`config.mk`:
```
export PLATFORM = sky130hd
export DESIGN_NAME = dhse_hash
export DESIGN_NICKNAME = d
export VERILOG_FILES = /design/src/sv/dhse_pkg.sv /design/src/sv/dhse_hash.sv
export SDC_FILE = /design/constraint.sdc
export NUM_CORES = 1
export LEC_CHECK = 0
export BUFFER_PORTS_ARGS = -buffer_cell sky130_fd_sc_hd__buf_2
export CORE_MARGIN = 1
export CORE_UTILIZATION = 55
export CTS_BUF_LIST = sky130_fd_sc_hd__clkbuf_8
export DETAILED_ROUTE_END_ITERATION = 16
export PLACE_DENSITY = 0.71
export SKIP_LAST_GASP = 1
export SLEW_MARGIN = 15
export SYNTH_ARGS = -nofsm -noshare
export SYNTH_HDL_FRONTEND = slang
export SYNTH_SLANG_ARGS = --single-unit
```
`constraint.sdc`:
```
create_clock -name clk -period 12.55 [get_ports clk]
set_input_delay 2.51 -clock clk [delete_from_list [all_inputs] [get_ports clk]]
set_output_delay 2.51 -clock clk [all_outputs]
set_load 0.005 [all_outputs]
```
`src/sv/dhse_pkg.sv`:
```
// Shared constants, types and hash helpers for the double hash set engine.
`timescale 1ns / 1ps
package dhse_pkg;

    localparam int SLOT_COUNT    = 64;
    localparam int SLOT_W        = $clog2(SLOT_COUNT);
    localparam int MAX_KEY_BYTES = 8;
    localparam int KEY_W         = 64;
    localparam int HASH_W        = 64;
    localparam int LEN_W         = 4;
    localparam int CAP_W         = 7;
    localparam int PCT_W         = 7;
    localparam int STATUS_W      = 3;
    localparam int LIVE_W        = 7;
    localparam int CFG_IDX_W     = 2;
    localparam int CFG_DATA_W    = 7;
    localparam int MARK_W        = 2;
    localparam int LOAD_W        = 14;

    localparam logic [HASH_W-1:0] FNV_BASIS = 64'd2166136261;

    localparam logic [CAP_W-1:0]  CAP_RESET   = 7'd31;
    localparam logic [PCT_W-1:0]  LIMIT_RESET = 7'd75;
    localparam logic [LOAD_W-1:0] PCT_SCALE   = 14'd100;
    localparam logic [CAP_W-1:0]  CAP_MIN     = 7'd2;
    localparam logic [CAP_W-1:0]  CAP_MAX     = CAP_W'(SLOT_COUNT);
    localparam logic [LIVE_W-1:0] LIVE_MAX    = 7'd127;

    localparam logic [MARK_W-1:0] MARK_EMPTY = 2'd0;
    localparam logic [MARK_W-1:0] MARK_LIVE  = 2'd1;
    localparam logic [MARK_W-1:0] MARK_TOMB  = 2'd2;

    localparam logic [STATUS_W-1:0] ST_INSERTED = 3'd0;
    localparam logic [STATUS_W-1:0] ST_PRESENT  = 3'd1;
    localparam logic [STATUS_W-1:0] ST_REMOVED  = 3'd2;
    localparam logic [STATUS_W-1:0] ST_NOTFOUND = 3'd3;
    localparam logic [STATUS_W-1:0] ST_FULL     = 3'd4;

    localparam logic [CFG_IDX_W-1:0] CFG_CAPACITY   = 2'd0;
    localparam logic [CFG_IDX_W-1:0] CFG_LOAD_LIMIT = 2'd1;

    typedef struct packed {
        logic [HASH_W-1:0] hash;
        logic [KEY_W-1:0]  key;
        logic [LEN_W-1:0]  len;
    } slot_rec_t;

    typedef struct packed {
        logic              en;
        logic [SLOT_W-1:0] addr;
        logic [MARK_W-1:0] mark;
        logic              rec_en;
        slot_rec_t         rec;
    } mem_wr_t;

    // multiply by the FNV prime 2^24 + 403, wrapping at 64 bits
    function automatic logic [HASH_W-1:0] fnv_mul(input logic [HASH_W-1:0] h);
        return (h << 24) + (h << 8) + (h << 7) + (h << 4) + (h << 1) + h;
    endfunction

endpackage

```
`src/sv/dhse_hash.sv`:
```
// Byte-serial FNV-1a and FNV-1 hash unit, one key byte per cycle.
`timescale 1ns / 1ps
module dhse_hash
(
    input  logic                   clk,
    input  logic                   rst_n,
    input  logic                   start,
    input  logic [dhse_pkg::KEY_W-1:0]  key,
    input  logic [dhse_pkg::LEN_W-1:0]  len,
    output logic                   busy,
    output logic [dhse_pkg::HASH_W-1:0] ha,
    output logic [dhse_pkg::HASH_W-1:0] hb
);
    import dhse_pkg::*;

    logic              busy_reg;
    logic [LEN_W-1:0]  cnt_reg;
    logic [LEN_W-1:0]  len_reg;
    logic [KEY_W-1:0]  key_reg;
    logic [HASH_W-1:0] ha_reg;
    logic [HASH_W-1:0] hb_reg;
    logic [HASH_W-1:0] byte_ext;
    logic              last;

    assign byte_ext = HASH_W'(key_reg[7:0]);
    assign last     = (cnt_reg == len_reg);

    always_ff @(posedge clk or negedge rst_n)
    begin
        if (!rst_n)
        begin
            busy_reg <= 1'b0;
            cnt_reg  <= '0;
        end
        else if (start)
        begin
            busy_reg <= 1'b1;
            cnt_reg  <= '0;
        end
        else if (busy_reg)
        begin
            if (last)
            begin
                busy_reg <= 1'b0;
            end
            else
            begin
                cnt_reg <= cnt_reg + 1'b1;
            end
        end
    end

    always_ff @(posedge clk)
    begin
        if (start)
        begin
            ha_reg  <= FNV_BASIS;
            hb_reg  <= FNV_BASIS;
            key_reg <= key;
            len_reg <= len;
        end
        else if (busy_reg && !last)
        begin
            ha_reg  <= fnv_mul(ha_reg ^ byte_ext);
            hb_reg  <= fnv_mul(hb_reg) ^ byte_ext;
            key_reg <= key_reg >> 8;
        end
    end

    assign busy = busy_reg;
    assign ha   = ha_reg;
    assign hb   = hb_reg;

endmodule

```
==> summary.txt <==
Reg-to-Reg Start - key_reg[3]
CP arrival - 6710 ps
IO Count - 200
Vias in the first global route - 20289
Clock skew - 39.2 ps
Final Max Tran Viols - 0
Netlist Area Pre-Place - 0.0252 sq mm
Seq/Total Area, Yosys - 18.7%
Crit path launch - key_reg[3]
Clock sinks - 201
Post-DRT Antenna Nets - 0
Antenna violations before repair - 3
Setup TNS - 0 ps
CTS tree - built
Nets - 3483
Most used DFF post-synth - dfxtp_1
Fin. Hold Viols - 0
Via count - 19323
Clk pin slew, worst setup/hold paths - 50 ps
Critical Path End Type - flop
IO Port Bufs - 199
Core Area - 0.0453 sq mm
CTS Root Cell - clkbuf_8
FILL cells - 4005
Final HPWL DP - 56200 microns
DR DRC count - 0
Post-Route WL - 69600 microns
Share of layout cells above drive strength 1 - 12.2%
Worst hold path class - reg2reg
Row count - 78
Hold-fix buffers, CTS - 0
Flops & latches, synth - 201
CTS buffer count - 42
Cell count after synthesis - 2647
Actual slew at the worst max-slew pin - 1010 ps
Crit path launch type - flop
Post-synth ARST share - 2.49%
Period utilization - 49.4%
Die H - 216 microns
Commonest non-fill, non-tap cell in the layout - inv_1
Syn_nets - 3312
H-Tree Depth - 2
Final GP Congestion - 0.967
Worst Hold Launch - ha[29]
Final number of setup-violating endpoints - 0
Yosys cell types - 71
Starting DRT DRC Count - 1414
Post-CTS sizing - 0
Max Cap Viol - 0
Rel. slew slack - 32.2%
Largest net degree at the start of global routing - 96
Total track usage - 31.0%
Die Wd - 216 microns
P&R area growth vs syn - 9.69%
WL/cell - 20.1 microns
Worst skew pair latency - 630 ps
Post-layout minimum cycle time - 6200 ps
Total congestion overflow - 0
Worst-case clock buffer depth - 3
Total number of yosys warnings - 0
Status - complete, no violations
Most frequent cells in the layout - inv_1, fa_1, buf_2
First-pass GRT wire length - 112000 microns
Die ar. - 0.0468 sq mm
TritonRoute pass-1 iters - 5
Vias per std cell - 5.60
Syn_area_per_cell - 9.54 sq um
RSZ-0062 raised after global routing - no
Post-CTS setup buffers - 0
Req. time, crit path - 13060 ps
Setup CP Type - reg2reg
Fmax - 161 MHz
EDFF count, synth - 68
Initial Utilization - 55.7%
Max FO, Critical Path - 9
==> metal layers <==
| metal | GRT usage, % | share of wire [%] | up-vias |
|---|---|---|---|
| met1 | 41.7 | 43 | 9731 |
| met5 | 0 | 0.014 | - |
| met3 | 4.83 | 6.1 | 140 |
| met2 | 50.8 | 47 | 609 |
| li1 | - | - | 8841 |
| met4 | 11.6 | 3.7 | 2 |
==> cells in the mapped netlist (13+ instances only) <==
master	number	area share [%]
inv_1	613	9.1
fa_1	414	33
nand2_1	195	2.9
a21oi_1	182	3.6
ha_1	180	8.9
dfxtp_1	128	10
xnor2_1	99	3.4
nor2_1	83	1.2
clkbuf_1	78	1.2
o21ai_0	75	1.5
a21o_1	72	2.1
edfxtp_1	68	8.1
mux2_2	56	2.5
xor2_1	56	1.9
o211ai_1	34	1.0
nand4_1	31	0.77
a22o_1	30	1.0
o21bai_1	26	0.77
nand3_1	22	0.44
a211oi_1	17	0.51
and2_1	17	0.42
and3_1	14	0.35
nor3_1	13	0.26
==> worst paths after layout <==
| kind | cells past startpoint | slack (ps) | endpoint |
|---|---|---|---|
| worst min-delay path | 2 | 470 | ha[29] |
| worst min register to register | 2 | 470 | ha[29] |
| max in group asynchronous | 1 | 10680 | cnt_reg[0] |
| worst max-delay path | 19 | 6350 | ha[32] |
| worst max register to register | 19 | 6350 | ha[32] |
| min in group asynchronous | 1 | 1700 | cnt_reg[3] |
==> cell families after synthesis <==
group,Yosys count,share of synthesized area (%)
muxes,57,2.54
AOI/OAI and AO/OA,530,13.8
and+or+nand+nor,416,7.48
buffers and inverters,694,10.3
xor gates and xnor gates,155,5.38
DFF,201,18.7
adders and majority gates,594,41.8
==> final cells by class <==
class | count | area (sq um) | area share [%]
Multi-Input combinational cell | 1752 | 17900 | 64.7
Timing Repair Buffer | 206 | 1050 | 3.81
Clock inverter | 22 | 144 | 0.520
Antenna cell | 1 | 2.50 | 0.00904
Tap cell | 600 | 751 | 2.71
Sequential cell | 201 | 4730 | 17.1
Clock buffer | 56 | 771 | 2.78
Inverter | 615 | 2310 | 8.34
==> per-stage QoR <==
stage / hold WS [ps] / area (sq um) / setup WS, ps / util, % / cells
after floorplan: 461 / 25200 / 7300 / - / 2647
after global placement: 453 / 26800 / 6590 / 59.1 / 3374
after detailed placement: 461 / 26800 / 6460 / 59.1 / 3374
after CTS: 471 / 27700 / 6450 / 61.1 / 3452
after global routing: 497 / 27700 / 6070 / 61.1 / 3453
final: 469 / 27700 / 6350 / 61.1 / 3453
==> worst max-delay path, stage by stage (launching register included) <==
cell       delay (ps)
edfxtp_1          410
xor2_1            810
inv_1             160
fa_1              540
inv_1              40
ha_1              260
ha_1              270
ha_1              230
fa_1              490
a211oi_1          270
o211ai_1          150
a21oi_1           270
o21bai_1          120
a2111oi_1         780
nor2_1            130
o41a_1            380
a21bo_2           240
a41oi_1           260
xnor2_1            90
a22o_1            190
Power is left out: the tool's default activity adds up to more than one toggle a clock period on the data nets, which glitch-free logic cannot reach.
