File: src/sv/dhse_pkg.sv
// Shared constants, types and hash helpers for the double hash set engine.
`timescale 1ns / 1ps
package dhse_pkg;

    localparam int SLOT_COUNT    = 64;
    localparam int SLOT_W        = $clog2(SLOT_COUNT);
    localparam int MAX_KEY_BYTES = 8;
    localparam int KEY_W         = 64;
    localparam int HASH_W        = 64;
    localparam int LEN_W         = 4;
    localparam int CAP_W         = 7;
    localparam int PCT_W         = 7;
    localparam int STATUS_W      = 3;
    localparam int LIVE_W        = 7;
    localparam int CFG_IDX_W     = 2;
    localparam int CFG_DATA_W    = 7;
    localparam int MARK_W        = 2;
    localparam int LOAD_W        = 14;

    localparam logic [HASH_W-1:0] FNV_BASIS = 64'd2166136261;

    localparam logic [CAP_W-1:0]  CAP_RESET   = 7'd31;
    localparam logic [PCT_W-1:0]  LIMIT_RESET = 7'd75;
    localparam logic [LOAD_W-1:0] PCT_SCALE   = 14'd100;
    localparam logic [CAP_W-1:0]  CAP_MIN     = 7'd2;
    localparam logic [CAP_W-1:0]  CAP_MAX     = CAP_W'(SLOT_COUNT);
    localparam logic [LIVE_W-1:0] LIVE_MAX    = 7'd127;

    localparam logic [MARK_W-1:0] MARK_EMPTY = 2'd0;
    localparam logic [MARK_W-1:0] MARK_LIVE  = 2'd1;
    localparam logic [MARK_W-1:0] MARK_TOMB  = 2'd2;

    localparam logic [STATUS_W-1:0] ST_INSERTED = 3'd0;
    localparam logic [STATUS_W-1:0] ST_PRESENT  = 3'd1;
    localparam logic [STATUS_W-1:0] ST_REMOVED  = 3'd2;
    localparam logic [STATUS_W-1:0] ST_NOTFOUND = 3'd3;
    localparam logic [STATUS_W-1:0] ST_FULL     = 3'd4;

    localparam logic [CFG_IDX_W-1:0] CFG_CAPACITY   = 2'd0;
    localparam logic [CFG_IDX_W-1:0] CFG_LOAD_LIMIT = 2'd1;

    typedef struct packed {
        logic [HASH_W-1:0] hash;
        logic [KEY_W-1:0]  key;
        logic [LEN_W-1:0]  len;
    } slot_rec_t;

    typedef struct packed {
        logic              en;
        logic [SLOT_W-1:0] addr;
        logic [MARK_W-1:0] mark;
        logic              rec_en;
        slot_rec_t         rec;
    } mem_wr_t;

    // multiply by the FNV prime 2^24 + 403, wrapping at 64 bits
    function automatic logic [HASH_W-1:0] fnv_mul(input logic [HASH_W-1:0] h);
        return (h << 24) + (h << 8) + (h << 7) + (h << 4) + (h << 1) + h;
    endfunction

endpackage

File: src/sv/dhse_mod.sv
// Bit-serial reduction of home hash, step and 2^64 modulo the capacity.
`timescale 1ns / 1ps
module dhse_mod
(
    input  logic                       clk,
    input  logic                       rst_n,
    input  logic                       start,
    input  logic [dhse_pkg::CAP_W-1:0]  cap,
    input  logic [dhse_pkg::HASH_W-1:0] ha,
    input  logic [dhse_pkg::HASH_W-1:0] hb1,
    output logic                       busy,
    output logic [dhse_pkg::CAP_W-1:0]  ha_mod,
    output logic [dhse_pkg::CAP_W-1:0]  hb_mod,
    output logic [dhse_pkg::CAP_W-1:0]  wrap_mod
);
    import dhse_pkg::*;

    localparam int CNT_W = $clog2(HASH_W + 1);
    localparam logic [CNT_W-1:0] LAST_STEP = CNT_W'(HASH_W);

    function automatic logic [CAP_W-1:0] rem_step(input logic [CAP_W-1:0] rem,
                                                  input logic bit_in,
                                                  input logic [CAP_W-1:0] c);
        logic [CAP_W:0] r2;
        r2 = {rem, bit_in};
        if (r2 >= {1'b0, c})
        begin
            r2 = r2 - {1'b0, c};
        end
        return r2[CAP_W-1:0];
    endfunction

    logic              busy_reg;
    logic [CNT_W-1:0]  cnt_reg;
    logic [HASH_W-1:0] sa_reg;
    logic [HASH_W-1:0] sb_reg;
    logic [CAP_W-1:0]  ra_reg;
    logic [CAP_W-1:0]  rb_reg;
    logic [CAP_W-1:0]  rc_reg;
    logic              first;
    logic              bit_a;
    logic              bit_b;

    assign first = (cnt_reg == '0);
    assign bit_a = first ? 1'b0 : sa_reg[HASH_W-1];
    assign bit_b = first ? 1'b0 : sb_reg[HASH_W-1];

    always_ff @(posedge clk or negedge rst_n)
    begin
        if (!rst_n)
        begin
            busy_reg <= 1'b0;
            cnt_reg  <= '0;
        end
        else if (start)
        begin
            busy_reg <= 1'b1;
            cnt_reg  <= '0;
        end
        else if (busy_reg)
        begin
            if (cnt_reg == LAST_STEP)
            begin
                busy_reg <= 1'b0;
            end
            else
            begin
                cnt_reg <= cnt_reg + 1'b1;
            end
        end
    end

    always_ff @(posedge clk)
    begin
        if (start)
        begin
            sa_reg <= ha;
            sb_reg <= hb1;
            ra_reg <= '0;
            rb_reg <= '0;
            rc_reg <= '0;
        end
        else if (busy_reg)
        begin
            ra_reg <= rem_step(ra_reg, bit_a, cap);
            rb_reg <= rem_step(rb_reg, bit_b, cap);
            rc_reg <= rem_step(rc_reg, first, cap);
            if (!first)
            begin
                sa_reg <= sa_reg << 1;
                sb_reg <= sb_reg << 1;
            end
        end
    end

    assign busy     = busy_reg;
    assign ha_mod   = ra_reg;
    assign hb_mod   = rb_reg;
    assign wrap_mod = rc_reg;

endmodule

File: config.mk
export PLATFORM = sky130hd
export DESIGN_NAME = dhse_mod
export DESIGN_NICKNAME = d
export VERILOG_FILES = /design/src/sv/dhse_pkg.sv /design/src/sv/dhse_mod.sv
export SDC_FILE = /design/constraint.sdc
export NUM_CORES = 1
export LEC_CHECK = 0
export BUFFER_PORTS_ARGS = -buffer_cell sky130_fd_sc_hd__buf_2
export CELL_PAD_IN_SITES_DETAIL_PLACEMENT = 1
export CELL_PAD_IN_SITES_GLOBAL_PLACEMENT = 2
export CORE_MARGIN = 4
export CORE_UTILIZATION = 40
export CTS_BUF_LIST = sky130_fd_sc_hd__clkbuf_16
export DETAILED_ROUTE_END_ITERATION = 10
export PLACE_DENSITY = 0.87
export SYNTH_ARGS = -nofsm -noshare
export SYNTH_HDL_FRONTEND = slang
export SYNTH_SLANG_ARGS = --single-unit
export TNS_END_PERCENT = 50
File: constraint.sdc
create_clock -name clk -period 10.4 [get_ports clk]
set_input_delay 0 -clock clk [delete_from_list [all_inputs] [get_ports clk]]
set_output_delay 0 -clock clk [all_outputs]
set_load 0.1 [all_outputs]
==> summary.txt <==
outcome = finished clean
ys async rst share = 0.0510
hold path startpoint = cap[0]
highest routed layer = met5
1st-iter DRT viols = 334
Core ar. = 18800 um^2
Post-CTS Repair Setup Buffers = 0
Int Pwr = 1430 uW
hold-critical path depth = 4
Clk pwr share = 0.270
Critical Path Source = cnt_reg[0]$_DFFE_PN0P_
clk_skew = 16.3 ps
sw frac = 0.389
setup TNS = 0 ps
CP Class = flip-flop to flip-flop
Yosys reg bits = 157
# clock sinks = 157
first-pass GRT wire length = 36000 um
drt total wl = 23100 um
Met2 Wirelength = 11800 um
clock latency on the worst-skew pair = 430 ps
Final setup viols = 0
Netlist Area Pre-Place = 7720 um^2
Final min period = 3630 ps
post_cts resized = 0
RSZ-0062 raised after global routing = false
Worst slew margin = 0.211
vias per cell = 5.13
pin count of the biggest net entering global routing = 96
Starting Density = 0.410
top fanout value on the critical path = 9
Tot Pwr = 2340 uW
reg2reg start = cnt_reg[0]$_DFFE_PN0P_
IO buf count = 159
Die X = 147 um
layout filler cell count = 1922
Crit path arrival time = 3960 ps
DP Worst Slack = 6820 ps
Post-layout nets = 1021
net switching power = 912 uW
Syn Nets = 737
total grt overflow = 0
area delta synth->final = 38.3%
maximum vdd drop = 0.128 mV
Fmax = 0.275 GHz
syn_area_per_cell = 13.5 um^2
max cap viols = 0
Tightest Pin Transition = 1180 ps
share of layout cells above drive strength 1 = 0.383
vias in the first global route = 6459
Clock Path Buffers = 2
post-DP HPWL = 12800 um
DRC = 0
final-report hold violation count = 0
number of synthesized flops with an enable pin = 128
Worst-path clk slew = 70 ps
DRT Pass-1 Iters = 4
Worst setup EP type = flip-flop
H-Tree Depth = 4
ys flop type = edfxtp_1
Rows = 50
Routability Congestion = 0.793
total die area = 21600 um^2
setup ws final = 6770 ps
met3 WL = 1190 um
CTS tree = built
IO Pins = 160
part of the power in registers = 0.380
sequential area share after synthesis = 0.578
synth warn = 0
antenna violations before repair = 6
combinational power share = 0.350
Power Density = 220 nW/um^2
Avg WL per Cell = 20.3 um
Worst R2R Path Depth = 12
wl on met1 = 9450 um
gr usage total = 0.217
Die Y = 147 um
CP Launch Type = flip-flop
Syn Inst Count = 573
Synth cell types = 44
Num CTS Buffers = 17
vias = 5819
Hold Crit Class = input port to flip-flop
period utilization = 0.349
Required @ worst endpoint = 10730 ps
Slew Limit Fails = 0
Root Driver = clkbuf_16
P_leak = 0.00429 uW
ANT nets after route = 0
## layout by cell type, fill, tap and decap left out, types with 4 or more instances in the layout
cell,synthesis,routed
edfxtp_1,128,128
dfxtp_1,21,21
nand2b_1,11,11
inv_8,0,6
nor2_1,48,48
clkbuf_16,0,17
dlygate4sd3_1,0,130
xor2_1,6,6
a311oi_1,12,12
mux2_2,131,131
inv_1,17,17
ha_1,23,23
o21ai_0,14,14
mux2i_1,5,5
nor3b_1,9,9
nor4b_1,4,4
a211oi_1,10,10
dfrtp_1,8,8
or3_1,12,12
nand3_1,11,11
nor3_1,4,4
a21oi_1,15,15
diode_2,0,5
nand2_1,22,22
buf_2,1,158
nand4_1,6,6
## metal layers
layer  vias up  global-route usage
met5         -                   0
met4         2              0.0769
met3        42              0.0592
met2       174               0.379
met1      2867               0.257
li1       2734                   -
## critical path: stages, from the launching register on
cell and delay, ps:
dfrtp_1 430, inv_1 120, ha_1 140, or4b_1 430, or3_1 440, nand2_1 150, ha_1 190, fa_1 190
nand2b_1 180, a211oi_1 110, nor3_2 480, mux2_2 400, a211oi_1 240
## power groups by stage
stage	Sequential (uW)	Combinational [uW]	Clock (uW)
after global placement	886	746	0
after CTS	882	813	635
after global routing	902	887	674
after floorplan	1110	384	0
after detailed placement	894	771	0
final	891	820	632
## synthesized netlist by cell type (5+ instances only)
| master | count | area share |
|---|---|---|
| ha_1 | 23 | 0.037 |
| xor2_1 | 6 | 0.0068 |
| dfrtp_1 | 8 | 0.026 |
| dfxtp_1 | 21 | 0.054 |
| nand2b_1 | 11 | 0.0089 |
| clkbuf_1 | 23 | 0.011 |
| nor2_1 | 48 | 0.023 |
| o21ai_0 | 14 | 0.0091 |
| or3_1 | 12 | 0.0097 |
| edfxtp_1 | 128 | 0.50 |
| nand3_1 | 11 | 0.0071 |
| a311oi_1 | 12 | 0.014 |
| inv_1 | 17 | 0.0083 |
| nand2_1 | 22 | 0.011 |
| nand4_1 | 6 | 0.0049 |
| mux2i_1 | 5 | 0.0065 |
| a21oi_1 | 15 | 0.0097 |
| a211oi_1 | 10 | 0.0097 |
| mux2_2 | 131 | 0.19 |
| nor3b_1 | 9 | 0.0088 |
## final timing paths
kind	end	slack, ps
min in group asynchronous	cnt_reg[5]$_DFFE_PN0P_	590
max	hb_mod[0]$_SDFFE_PP0P_	6770
min	ha_mod[0]$_SDFFE_PP0P_	110
max reg2reg	hb_mod[0]$_SDFFE_PP0P_	6770
min reg2reg	hb_mod[6]$_SDFFE_PP0P_	510
max in group asynchronous	cnt_reg[4]$_DFFE_PN0P_	9520
## cell type report
cell class | count | area (um^2) | area share
clock buffers | 17 | 425 | 0.0399
clock inverters | 15 | 165 | 0.0155
well taps | 260 | 325 | 0.0305
diodes | 5 | 12.5 | 0.00117
flip-flops and latches | 157 | 4460 | 0.418
inverters | 17 | 63.8 | 0.00598
multi-input cells | 372 | 3090 | 0.290
repair buffers | 292 | 2130 | 0.199
## stage by stage
stage           util  instances  hold WS (ps)  instance area, um^2
2_1_floorplan      -        573          -296                 7720
3_3_place_gp   0.466        968          -152                 8770
3_5_place_dp   0.466        968          -145                 8770
4_1_cts        0.566       1130           104                10700
5_1_grt        0.567       1135           137                10700
6_report       0.567       1135           113                10700
## cell families (layout without fill, tap and decap cells)
kind of cell	count (synthesis)	in the layout	synth area share
AO/OA/AOI/OAI	59	59	0.0507
XOR/XNOR	9	9	0.0102
adder cells (fa/ha/maj)	26	26	0.0451
buffers and inverters	44	341	0.0217
flip-flops	157	157	0.578
multiplexers	137	137	0.200
other	0	5	0
AND/OR/NAND/NOR	141	141	0.0943
## timing repair
action,4_1_cts,5_1_grt
endpoints found under the setup margin,0,0
hold buffers,130,0
hold endpoints to repair,136,0
(Power assumes the default switching activity.)
